### config.mk
export PLATFORM = sky130hd
export DESIGN_NAME = exponential_ad_envelope_top_flat
export DESIGN_NICKNAME = d
export VERILOG_FILES = /design/src/aden_pkg.sv /design/src/aden_in_if.sv /design/src/aden_out_if.sv /design/src/aden_cfg_regs.sv /design/src/aden_grow.sv /design/src/aden_core.sv /design/src/exponential_ad_envelope_top.sv /design/src/flat_wrapper.sv
export SDC_FILE = /design/constraint.sdc
export NUM_CORES = 2
export LEC_CHECK = 0
export ABC_CLOCK_PERIOD_IN_PS = 12400
export BUFFER_PORTS_ARGS = -buffer_cell sky130_fd_sc_hd__buf_4
export CAP_MARGIN = 20
export CORE_ASPECT_RATIO = 0.7
export CORE_MARGIN = 2
export CORE_UTILIZATION = 50
export DETAILED_ROUTE_END_ITERATION = 8
export GPL_ROUTABILITY_DRIVEN = 0
export PLACE_DENSITY_LB_ADDON = 0.3
export SKIP_LAST_GASP = 1
export SLEW_MARGIN = 20
export SYNTH_ARGS = -nofsm -noshare
export SYNTH_HDL_FRONTEND = slang
export SYNTH_SLANG_ARGS = --single-unit
### constraint.sdc
create_clock -name clk -period 12.4 [get_ports clk]
set_input_delay 2.48 -clock clk [delete_from_list [all_inputs] [get_ports clk]]
set_output_delay 2.48 -clock clk [all_outputs]
set_load 0.01 [all_outputs]
### src/aden_pkg.sv
package aden_pkg;

    localparam int LEVEL_WIDTH_DEFAULT = 24;
    localparam int COUNT_WIDTH_DEFAULT = 24;

    localparam int LEVEL_OUT_W = 24;
    localparam int START_W     = 24;
    localparam int COEFF_W     = 23;
    localparam int LEN_W       = 24;

    localparam int CFG_INDEX_W = 3;
    localparam int CFG_DATA_W  = 24;

    localparam int COEFF_FRAC  = 22;

    localparam logic [CFG_INDEX_W-1:0] CFG_INIT_LEVEL   = 3'd0;
    localparam logic [CFG_INDEX_W-1:0] CFG_ATTACK_COEFF = 3'd1;
    localparam logic [CFG_INDEX_W-1:0] CFG_DECAY_COEFF  = 3'd2;
    localparam logic [CFG_INDEX_W-1:0] CFG_ATTACK_LEN   = 3'd3;
    localparam logic [CFG_INDEX_W-1:0] CFG_DECAY_LEN    = 3'd4;

    typedef enum logic [1:0] {
        PH_IDLE   = 2'd0,
        PH_ATTACK = 2'd1,
        PH_DECAY  = 2'd2
    } phase_t;

    typedef struct packed {
        logic        [START_W-1:0] init_level;
        logic signed [COEFF_W-1:0] attack_coeff;
        logic signed [COEFF_W-1:0] decay_coeff;
        logic        [LEN_W-1:0]   attack_len;
        logic        [LEN_W-1:0]   decay_len;
    } cfg_t;

endpackage

### src/aden_in_if.sv
interface aden_in_if ();
    logic valid;
    logic ready;
    logic gate_in;
    logic trigger_in;
    logic reset_in;

    modport source (output valid, output gate_in, output trigger_in, output reset_in,
                    input ready);
    modport sink (input valid, input gate_in, input trigger_in, input reset_in,
                  output ready);
endinterface

### src/aden_out_if.sv
interface aden_out_if import aden_pkg::*; ();
    logic                   valid;
    logic                   ready;
    logic [LEVEL_OUT_W-1:0] level_out;

    modport source (output valid, output level_out, input ready);
    modport sink (input valid, input level_out, output ready);
endinterface

### src/aden_cfg_regs.sv
module aden_cfg_regs import aden_pkg::*;
(
    input  logic                   clk,
    input  logic                   rst_n,
    input  logic                   cfg_wr_en,
    input  logic [CFG_INDEX_W-1:0] cfg_index,
    input  logic [CFG_DATA_W-1:0]  cfg_data,
    output cfg_t                   cfg
);

    cfg_t cfg_reg;
    cfg_t cfg_next;

    always_comb
    begin
        cfg_next = cfg_reg;
        if (cfg_wr_en)
        begin
            case (cfg_index)
                CFG_INIT_LEVEL:   cfg_next.init_level   = cfg_data[START_W-1:0];
                CFG_ATTACK_COEFF: cfg_next.attack_coeff = $signed(cfg_data[COEFF_W-1:0]);
                CFG_DECAY_COEFF:  cfg_next.decay_coeff  = $signed(cfg_data[COEFF_W-1:0]);
                CFG_ATTACK_LEN:   cfg_next.attack_len   = cfg_data[LEN_W-1:0];
                CFG_DECAY_LEN:    cfg_next.decay_len    = cfg_data[LEN_W-1:0];
                default:          cfg_next = cfg_reg;
            endcase
        end
    end

    always_ff @(posedge clk or negedge rst_n)
    begin
        if (!rst_n)
        begin
            cfg_reg <= '0;
        end
        else
        begin
            cfg_reg <= cfg_next;
        end
    end

    assign cfg = cfg_reg;

endmodule

### src/aden_grow.sv
module aden_grow import aden_pkg::*;
#(
    parameter int LEVEL_WIDTH = LEVEL_WIDTH_DEFAULT
)
(
    input  logic        [LEVEL_WIDTH-1:0] level,
    input  logic signed [COEFF_W-1:0]     coeff,
    output logic        [LEVEL_WIDTH-1:0] level_grown
);

    localparam int PROD_W = LEVEL_WIDTH + 1 + COEFF_W;
    localparam int Q_W    = PROD_W + 1;
    localparam int D_W    = Q_W - COEFF_FRAC;
    localparam int N_W    = LEVEL_WIDTH + 4;

    // half an lsb of the signed Q26.22 product, for round half up
    localparam logic signed [Q_W-1:0] HALF =
        {{(Q_W - COEFF_FRAC){1'b0}}, 1'b1, {(COEFF_FRAC - 1){1'b0}}};

    logic signed [LEVEL_WIDTH:0] level_s;
    logic signed [PROD_W-1:0]    prod;
    logic signed [Q_W-1:0]       q;
    logic signed [D_W-1:0]       delta;
    logic signed [N_W-1:0]       sum;

    always_comb
    begin
        level_s = $signed({1'b0, level});
        prod    = PROD_W'(level_s) * PROD_W'(coeff);
        q       = $signed({prod[PROD_W-1], prod}) + HALF;
        // arithmetic shift right is floor division
        delta   = q[Q_W-1:COEFF_FRAC];
        sum     = $signed({4'b0000, level}) + $signed({{(N_W - D_W){delta[D_W-1]}}, delta});
        if (sum[N_W-1])
        begin
            level_grown = '0;
        end
        else if (sum[N_W-2:LEVEL_WIDTH] != '0)
        begin
            level_grown = '1;
        end
        else
        begin
            level_grown = sum[LEVEL_WIDTH-1:0];
        end
    end

endmodule

### src/aden_core.sv
module aden_core import aden_pkg::*;
#(
    parameter int LEVEL_WIDTH = LEVEL_WIDTH_DEFAULT,
    parameter int COUNT_WIDTH = COUNT_WIDTH_DEFAULT
)
(
    input  logic                   clk,
    input  logic                   rst_n,
    input  logic                   step,
    input  logic                   gate,
    input  logic                   trigger,
    input  logic                   level_reset,
    input  cfg_t                   cfg,
    output logic [LEVEL_OUT_W-1:0] level_result
);

    localparam int LX_W = LEVEL_WIDTH + START_W;
    localparam int CX_W = COUNT_WIDTH + LEN_W;

    localparam logic [LX_W-1:0] LEVEL_MAX_X = {{START_W{1'b0}}, {LEVEL_WIDTH{1'b1}}};
    localparam logic [CX_W-1:0] COUNT_MAX_X = {{LEN_W{1'b0}}, {COUNT_WIDTH{1'b1}}};

    phase_t                   phase_reg;
    phase_t                   phase_next;
    logic [LEVEL_WIDTH-1:0]   level_reg;
    logic [LEVEL_WIDTH-1:0]   level_next;
    logic [COUNT_WIDTH-1:0]   count_reg;
    logic [COUNT_WIDTH-1:0]   count_next;
    logic                     prev_gate_reg;
    logic                     prev_trigger_reg;
    logic                     prev_reset_reg;

    logic                     start_edge;
    logic [LX_W-1:0]          start_x;
    logic [LEVEL_WIDTH-1:0]   start_lim;
    phase_t                   phase_mid;
    logic [COUNT_WIDTH-1:0]   count_mid;
    logic [LEVEL_WIDTH-1:0]   level_mid;
    logic [LEVEL_WIDTH-1:0]   level_src;
    logic [LEN_W-1:0]         len_sel;
    logic [CX_W-1:0]          len_x;
    logic [CX_W-1:0]          len_lim;
    logic                     phase_done;
    logic signed [COEFF_W-1:0] coeff_sel;
    logic [LEVEL_WIDTH-1:0]   level_grown;
    logic [LX_W-1:0]          level_x;

    aden_grow #(
        .LEVEL_WIDTH (LEVEL_WIDTH)
    ) u_grow (
        .level       (level_src),
        .coeff       (coeff_sel),
        .level_grown (level_grown)
    );

    always_comb
    begin
        start_edge = (trigger && !prev_trigger_reg) || (gate && !prev_gate_reg);

        start_x = {{LEVEL_WIDTH{1'b0}}, cfg.init_level};
        if (start_x > LEVEL_MAX_X)
        begin
            start_lim = '1;
        end
        else
        begin
            start_lim = start_x[LEVEL_WIDTH-1:0];
        end

        phase_mid = phase_reg;
        count_mid = count_reg;
        if (start_edge)
        begin
            if (cfg.attack_len != '0)
            begin
                phase_mid = PH_ATTACK;
            end
            count_mid = '0;
        end

        level_mid = (level_reset && !prev_reset_reg) ? start_lim : level_reg;

        // attack reloads the start level on its first sample
        if (phase_mid == PH_ATTACK && count_mid == '0)
        begin
            level_src = start_lim;
        end
        else
        begin
            level_src = level_mid;
        end

        if (phase_mid == PH_ATTACK)
        begin
            len_sel   = cfg.attack_len;
            coeff_sel = cfg.attack_coeff;
        end
        else
        begin
            len_sel   = cfg.decay_len;
            coeff_sel = cfg.decay_coeff;
        end

        len_x = {{COUNT_WIDTH{1'b0}}, len_sel};
        len_lim = (len_x > COUNT_MAX_X) ? COUNT_MAX_X : len_x;
        phase_done = {{LEN_W{1'b0}}, count_mid} >= len_lim;

        phase_next = phase_mid;
        count_next = count_mid;
        level_next = level_mid;
        case (phase_mid)
            PH_IDLE:
            begin
                level_next = level_mid;
            end
            PH_ATTACK, PH_DECAY:
            begin
                if (phase_done)
                begin
                    count_next = '0;
                    level_next = level_src;
                    phase_next = (phase_mid == PH_ATTACK) ? PH_DECAY : PH_IDLE;
                end
                else
                begin
                    count_next = count_mid + COUNT_WIDTH'(1);
                    level_next = level_grown;
                end
            end
            default:
            begin
                level_next = '0;
                phase_next = PH_IDLE;
            end
        endcase

        level_x      = {{START_W{1'b0}}, level_next};
        level_result = level_x[LEVEL_OUT_W-1:0];
    end

    always_ff @(posedge clk or negedge rst_n)
    begin
        if (!rst_n)
        begin
            phase_reg        <= PH_IDLE;
            level_reg        <= '0;
            count_reg        <= '0;
            prev_gate_reg    <= 1'b0;
            prev_trigger_reg <= 1'b0;
            prev_reset_reg   <= 1'b0;
        end
        else if (step)
        begin
            phase_reg        <= phase_next;
            level_reg        <= level_next;
            count_reg        <= count_next;
            prev_gate_reg    <= gate;
            prev_trigger_reg <= trigger;
            prev_reset_reg   <= level_reset;
        end
    end

endmodule

### src/exponential_ad_envelope_top.sv
// channel    dir  payload                          handshake
// sample     in   gate_in, trigger_in, reset_in     valid / ready
// envelope   out  level_out (24 bit, Q8.16)         valid / ready
// cfg        in   cfg_index, cfg_data               cfg_wr_en, no wait
//
// one sample per clock sustained while envelope is ready; level_out comes from the sample
// transfer through the input register, then one multiply-add into the result register
// the single multiplier in the update path sets the clock, not the rate
// rst_n clears envelope state, handshake valids and config registers at once
// a stall on envelope holds the result register; the input register still
// takes one sample, then sample.ready drops until the result is taken
module exponential_ad_envelope_top import aden_pkg::*;
#(
    parameter int LEVEL_WIDTH = LEVEL_WIDTH_DEFAULT,
    parameter int COUNT_WIDTH = COUNT_WIDTH_DEFAULT
)
(
    input  logic                   clk,
    input  logic                   rst_n,
    aden_in_if.sink                sample,
    aden_out_if.source             envelope,
    input  logic                   cfg_wr_en,
    input  logic [CFG_INDEX_W-1:0] cfg_index,
    input  logic [CFG_DATA_W-1:0]  cfg_data
);

    cfg_t                   cfg;
    logic                   in_valid_reg;
    logic                   in_valid_next;
    logic                   gate_reg;
    logic                   trigger_reg;
    logic                   level_reset_reg;
    logic                   out_valid_reg;
    logic                   out_valid_next;
    logic [LEVEL_OUT_W-1:0] level_out_reg;
    logic [LEVEL_OUT_W-1:0] level_result;
    logic                   step;
    logic                   in_xfer;

    aden_cfg_regs u_cfg_regs (
        .clk       (clk),
        .rst_n     (rst_n),
        .cfg_wr_en (cfg_wr_en),
        .cfg_index (cfg_index),
        .cfg_data  (cfg_data),
        .cfg       (cfg)
    );

    aden_core #(
        .LEVEL_WIDTH (LEVEL_WIDTH),
        .COUNT_WIDTH (COUNT_WIDTH)
    ) u_core (
        .clk          (clk),
        .rst_n        (rst_n),
        .step         (step),
        .gate         (gate_reg),
        .trigger      (trigger_reg),
        .level_reset  (level_reset_reg),
        .cfg          (cfg),
        .level_result (level_result)
    );

    always_comb
    begin
        step         = in_valid_reg && (!out_valid_reg || envelope.ready);
        sample.ready = !in_valid_reg || step;
        in_xfer      = sample.valid && sample.ready;

        if (in_xfer)
        begin
            in_valid_next = 1'b1;
        end
        else if (step)
        begin
            in_valid_next = 1'b0;
        end
        else
        begin
            in_valid_next = in_valid_reg;
        end

        if (step)
        begin
            out_valid_next = 1'b1;
        end
        else if (envelope.ready)
        begin
            out_valid_next = 1'b0;
        end
        else
        begin
            out_valid_next = out_valid_reg;
        end
    end

    always_ff @(posedge clk or negedge rst_n)
    begin
        if (!rst_n)
        begin
            in_valid_reg  <= 1'b0;
            out_valid_reg <= 1'b0;
        end
        else
        begin
            in_valid_reg  <= in_valid_next;
            out_valid_reg <= out_valid_next;
        end
    end

    // payload registers
    always_ff @(posedge clk)
    begin
        if (in_xfer)
        begin
            gate_reg        <= sample.gate_in;
            trigger_reg     <= sample.trigger_in;
            level_reset_reg <= sample.reset_in;
        end
        if (step)
        begin
            level_out_reg <= level_result;
        end
    end

    assign envelope.valid     = out_valid_reg;
    assign envelope.level_out = level_out_reg;

endmodule

### src/flat_wrapper.sv
// flat-port wrapper written by rule: the top's interface ports become plain ports
module exponential_ad_envelope_top_flat import aden_pkg::*;
#(
    parameter int LEVEL_WIDTH = LEVEL_WIDTH_DEFAULT,
    parameter int COUNT_WIDTH = COUNT_WIDTH_DEFAULT
)
  (clk, rst_n, cfg_wr_en, cfg_index, cfg_data, sample_valid, sample_gate_in, sample_trigger_in, sample_reset_in, sample_ready, envelope_valid, envelope_level_out, envelope_ready);
  aden_in_if sample_i ();
  aden_out_if envelope_i ();
  input  logic clk;
  input  logic rst_n;
  input  logic cfg_wr_en;
  input  logic [CFG_INDEX_W-1:0] cfg_index;
  input  logic [CFG_DATA_W-1:0] cfg_data;
  input wire logic [$bits(sample_i.valid)-1:0] sample_valid;
  input wire logic [$bits(sample_i.gate_in)-1:0] sample_gate_in;
  input wire logic [$bits(sample_i.trigger_in)-1:0] sample_trigger_in;
  input wire logic [$bits(sample_i.reset_in)-1:0] sample_reset_in;
  output wire logic [$bits(sample_i.ready)-1:0] sample_ready;
  output wire logic [$bits(envelope_i.valid)-1:0] envelope_valid;
  output wire logic [$bits(envelope_i.level_out)-1:0] envelope_level_out;
  input wire logic [$bits(envelope_i.ready)-1:0] envelope_ready;
  assign sample_i.valid = sample_valid;
  assign sample_i.gate_in = sample_gate_in;
  assign sample_i.trigger_in = sample_trigger_in;
  assign sample_i.reset_in = sample_reset_in;
  assign sample_ready = sample_i.ready;
  assign envelope_valid = envelope_i.valid;
  assign envelope_level_out = envelope_i.level_out;
  assign envelope_i.ready = envelope_ready;
  exponential_ad_envelope_top #(.LEVEL_WIDTH(LEVEL_WIDTH), .COUNT_WIDTH(COUNT_WIDTH)) u_core (.clk(clk), .rst_n(rst_n), .sample(sample_i), .envelope(envelope_i), .cfg_wr_en(cfg_wr_en), .cfg_index(cfg_index), .cfg_data(cfg_data));
endmodule
; ---- After elaboration in Yosys (flattened, before gate mapping)
; Index checks and enable logic that the tools add are counted.
[totals]
register_bits = 200
in_bits = 35
word_cells = 75
[classes]
reduce_logical = 27
n_lt_le_gt_ge = 1
n_mux = 20
addsub = 3
multipliers = 1
n_eq_ne = 6
[ops]
columns = cell, n
row1 = 2-to-1 mux 24 bit, 9
row2 = adder 48 x 23 -> 49 bit (second input constant), 1
row3 = multiplier 25 x 23 -> 48 bit, 1
row4 = case mux 24 bit (2 select lines), 1
row5 = adder 25 x 27 -> 28 bit, 1
row6 = adder 24 x 1 -> 24 bit (second input constant), 1
row7 = >= comparator 24 bit, 1
row8 = logical NOT 24 bit, 1
row9 = nonzero test 24 bit, 1
row10 = 2-to-1 mux 23 bit, 1
row11 = AND reduction 2 bit, 5
row12 = 2-to-1 mux 2 bit, 4
row13 = equality test 3 x 2 -> 1 bit (second input constant), 2
row14 = logical AND 1 bit, 6
row15 = logical NOT 1 bit, 5
row16 = 2-to-1 mux 1 bit, 4
row17 = case mux 2 bit (2 select lines), 1
row18 = nonzero test 2 bit, 2
row19 = equality test 3 x 1 -> 1 bit (second input constant), 1
row20 = equality test 3 bit (second input constant), 1
row21 = logical NOT 3 bit, 1
row22 = logical OR 1 bit, 3
row23 = nonzero test 3 bit, 1
row24 = equality test 2 x 1 -> 1 bit (second input constant), 1
row25 = 3 further kinds, 3

; ---- Longest topological paths before layout
[logic_depth]
depth_word = 15
ltp_mapped = 56
depth_no_buf = 50

; ---- Modules after synthesis
; A second synthesis with hierarchy kept.
[unflattened]
cells_unflattened = 3374
hier_area_um2 = 31308.8
[by_module_without_submodules]
columns = module, area_each_um2, cells_per_inst, n_inst, seq_area_each_um2
row1 = aden_grow, 19750.2, 2294, 1, 0.0
row2 = aden_core, 6178.4, 791, 1, 1326.3
row3 = aden_cfg_regs, 4465.5, 254, 1, 2952.8
row4 = exponential_ad_envelope_top, 914.6, 35, 1, 860.8

; ---- Least setup slack after synthesis
; OpenSTA, ideal clock, no wires.
[synth_timing]
path_kind = reg2reg
from = register u_core.u_cfg_regs.cfg_reg, in the netlist u_core.u_cfg_regs.cfg[42]
to = register u_core.level_out_reg[5] (netlist: u_core.envelope.level_out[5]), data pin
arrival_time_ps = 11918
synth_period_minus_slack_ps = 12189
path_stages_with_launch = 52
slack_ps = 211
setup_time_ps = 272
t_required_ps = 12128
path_buffers = 6
path_cell_list = dfrtp_1 nor4_1 nand4_1 o21ai_0 and2_1 inv_1 ha_1 buf_2 nand2_1 nor2b_1 nor2_1 buf_2 buf_2 mux2i_1 clkbuf_1 nor2_1 fa_1 inv_1 [... 16 more ...] a21oi_1 nor2b_1 o21a_1 nor2_1 xnor2_1 ha_1 and3_1 o2bb2ai_1 o211a_1 a211oi_1 a21oi_1 a311oi_1 mux2i_1 or3_1 buf_2 buf_6 a21oi_2 o21ai_1
[synth_via]
elab_chain_len = 14
[synth_lines]
columns = item, line
row1 = start: declaration, aden_cfg_regs.sv:11  ; cfg_t cfg_reg;
row2 = start signal: assignment, aden_cfg_regs.sv:38  ; cfg_reg <= cfg_next;
row3 = nonzero test 24 bit, aden_core.sv:74  ; if (cfg.attack_len != '0)
row4 = 2-to-1 mux 2 bit, aden_core.sv:74
row5 = 2-to-1 mux 2 bit, aden_core.sv:72  ; if (start_edge)
row6 = equality test 2 x 1 -> 1 bit, "aden_core.sv:84, aden_core.sv:93, aden_core.sv:111"
row7 = logical AND 1 bit, aden_core.sv:84  ; if (phase_mid == PH_ATTACK && count_mid == '0)
row8 = 2-to-1 mux 24 bit, aden_core.sv:84
row9 = multiplier 25 x 23 -> 48 bit, aden_grow.sv:29  ; prod = PROD_W'(level_s) * PROD_W'(coeff);
row10 = adder 48 x 23 -> 49 bit, aden_grow.sv:30  ; q = $signed({prod[PROD_W-1], prod}) + HALF;
row11 = adder 25 x 27 -> 28 bit, aden_grow.sv:33  ; sum = $signed({4'b0000, level}) + $signed({{(N_W - D_W){delta[D_W-1]}}, delta});
row12 = nonzero test 3 bit, aden_grow.sv:38  ; else if (sum[N_W-2:LEVEL_WIDTH] != '0)
row13 = 2-to-1 mux 24 bit, aden_grow.sv:38
row14 = 2-to-1 mux 24 bit, aden_grow.sv:34  ; if (sum[N_W-1])
row15 = 2-to-1 mux 24 bit, aden_core.sv:118  ; if (phase_done)
row16 = case mux 24 bit (2 select lines) *, aden_core.sv:111  ; case (phase_mid)
row17 = named net u_core.level_result[5], exponential_ad_envelope_top.sv:36  ; logic [LEVEL_OUT_W-1:0] level_result;
row18 = end signal: assignment, exponential_ad_envelope_top.sv:121  ; level_out_reg <= level_result;
row19 = end: declaration, exponential_ad_envelope_top.sv:35  ; logic [LEVEL_OUT_W-1:0] level_out_reg;
; The timed path passes the listed nets; every way through them passes the cells marked *.
; A chain may end at the register's enable or synchronous reset.

; ---- Worst setup path after layout
[layout_timing]
from = register u_core.u_cfg_regs.cfg_reg, in the netlist u_core.u_cfg_regs.cfg[24]
to = register u_core.level_out_reg[1] (netlist: u_core.envelope.level_out[1]), data pin
; Same word-level chain as after synthesis.

==> run metrics <==
Slowest cell on crit path fa_1; CTS buffer count 17; Final Max Slew Viols 0; main flop type after synthesis dfrtp_1; Syn Std Cell Area 0.0295 mm2; hold_buf cts 0; WL/cell approximately 23 um; Slew headroom 0.255; Syn-to-layout area delta 13.1%; vias in the first global route 23996; FF+latch count, synth 200; reg2reg path depth 51; first-pass GRT wire length 147000 um; actual slew at the worst max-slew pin 1.11 ns; critical path peak fanout 25; r2r setup slk 0.50 ns; fin crit share 0.960; Setup Viol. Count Final 0; layout cells sized above 1 0.163; Crit path largest cell delay 0.57 ns; Core ar. 0.0583 mm2; Final Hold Vio Count 0; Post-synth EDFFs 27; crit path launch type flop; Critical Path Most Common Cell fa_1; # IOs 61; Row Count 74; Netlist cell types 74; GRT Util Overall 0.323; data required time of the worst path 12.58 ns; worst min path class reg -> reg; crit end category flop; Vias ~24000; unrepaired setup endpoints after global routing no; total of max-cap violations 0; die area approximately 0.061 mm2; max reg flops 118; crit path capture u_core.envelope.level_out[1]$_DFFE_PP_; PortBufs 60; maximum number of pins on one net before global-route repair 94; Die H 207 um; RR Startpoint u_core.u_cfg_regs.cfg[24]$_DFFE_PN0P_; FMAX 0.0840 GHz; CTS tree done; worst r2r dst u_core.envelope.level_out[1]$_DFFE_PP_; die width 294 um; vias per inst 5.75; Max clock buf depth 2; sequential fraction of the synthesis area 0.174; synthesized net count 3950; most frequent cells in the layout 604 x inv_1, 463 x fa_1, 396 x nand2_1, 315 x buf_4, 292 x nor2_1; warnings from Yosys 0; layout net count 4164; final setup margin around 0.50 ns; HPWL after DPL 79400 um; WS Path Type reg -> reg; outcome finished, final reports clean; Syn Area/Cell 9.21 um2; Initial Util 0.505; setup fix buffers added after clock tree synthesis 0; WP data arrival 12.08 ns; Final Skew ~0.017 ns; root buffer cell clkbuf_16; Clock Sink Count 200; Async S/R FF share, synth 0.865; post-layout min period 11.90 ns; post-route ant nets 0; Mapped Cells 3201; commonest non-fill, non-tap cell in the layout inv_1; htree depth 4; grt ovf 0; initial antenna violation count 7; CTS clk-pin slew, worst paths 0.09 ns; total wire length 95900 um; beginning of the critical path u_core.u_cfg_regs.cfg[24]$_DFFE_PN0P_; setup TNS 0 ns; DR iter-0 viols 2812; First-pass DRT Iterations 9; pre-CTS WS approximately 0.34 ns; DRC 0; Worst-Skew Late Latency about 0.46 ns
-- area by class of cell --
cell class / instances / area (um2)
Clock inverter: 15 / 198
Clock buffer: 17 / 425
Fill cell: 5178 / 25000
Antenna cell: 1 / 2.50
Inverter: 610 / 2290
Multi-Input combinational cell: 2252 / 21600
Sequential cell: 200 / 5140
Tap cell: 760 / 951
Timing Repair Buffer: 334 / 2730
-- Yosys cell counts, types with 28 or more instances --
library cell	n	area [um2]
inv_1	606	2270
fa_1	463	9270
nand2_1	396	1490
nor2_1	294	1100
ha_1	251	3140
dfrtp_1	173	4330
mux2_2	141	1590
clkbuf_1	116	435
a21oi_1	81	405
o21ai_0	79	395
mux2i_1	67	671
and2_1	37	231
nand3_1	36	180
xnor2_1	32	280
a21o_1	30	225
o22ai_1	28	175
-- layer usage --
metal	vias to the layer above	track usage	wire [um]
li1	10585	-	-
met1	11893	0.471	40500
met2	1392	0.426	37100
met3	204	0.161	15600
met4	8	0.0697	2590
met5	-	0.00944	161
-- what timing repair did --
action / 4_1_cts / 5_1_grt
setup endpoints to repair: 0 / 48
resized for setup: 0 / 16
endpoints found under the hold margin: 0 / 0
-- critical path, delay by kind of cell, from the launching register on --
| family | cells | cell delay (ns) |
|---|---|---|
| fa+ha+maj | 10 | 4.07 |
| mux | 2 | 0.30 |
| xor+xnor | 1 | 0.09 |
| simple gates | 14 | 2.30 |
| flops | 1 | 0.42 |
| buf+inv | 12 | 2.05 |
| compound gates | 12 | 2.35 |
-- cell families (layout without fill, tap and decap cells) --
kind of cell               count (synthesis)  in the layout  share of synthesized area
AOI/OAI and AO/OA                        385            385                     0.0855
muxes                                    208            208                     0.0766
buffers and inverters                    749            976                     0.0969
other                                      0              1                          0
adders and majority gates                714            714                      0.421
DFF                                      200            200                      0.174
xor gates and xnor gates                  47             47                     0.0142
and+or+nand+nor                          898            898                      0.131
-- per-stage QoR --
step,cell area [um2],std cells,utilization,hold WS [ns]
after floorplan,29500,3201,-,0.440
after global placement,32600,4156,0.559,0.465
after detailed placement,32600,4156,0.559,0.471
after CTS,33300,4188,0.570,0.491
after global routing,33300,4188,0.572,0.507
final,33300,4189,0.572,0.498
-- worst min path at each step --
stage	start	to	slack, ns	depth (start not counted)
floorplan	u_core.u_core.phase_reg[1]$_DFFE_PN0P_	u_core.u_core.phase_reg[1]$_DFFE_PN0P_	0.44	2
global placement	u_core.u_core.phase_reg[1]$_DFFE_PN0P_	u_core.u_core.phase_reg[1]$_DFFE_PN0P_	0.47	2
detailed placement	u_core.u_core.phase_reg[1]$_DFFE_PN0P_	u_core.u_core.phase_reg[1]$_DFFE_PN0P_	0.47	2
CTS	u_core.u_core.phase_reg[1]$_DFFE_PN0P_	u_core.u_core.phase_reg[1]$_DFFE_PN0P_	0.49	2
global route	u_core.u_core.phase_reg[1]$_DFFE_PN0P_	u_core.u_core.phase_reg[1]$_DFFE_PN0P_	0.51	2
finish	u_core.u_core.phase_reg[1]$_DFFE_PN0P_	u_core.u_core.phase_reg[1]$_DFFE_PN0P_	0.50	2
Power is left out: the tool's default activity adds up to more than one toggle a clock period on the data nets, which glitch-free logic cannot reach.
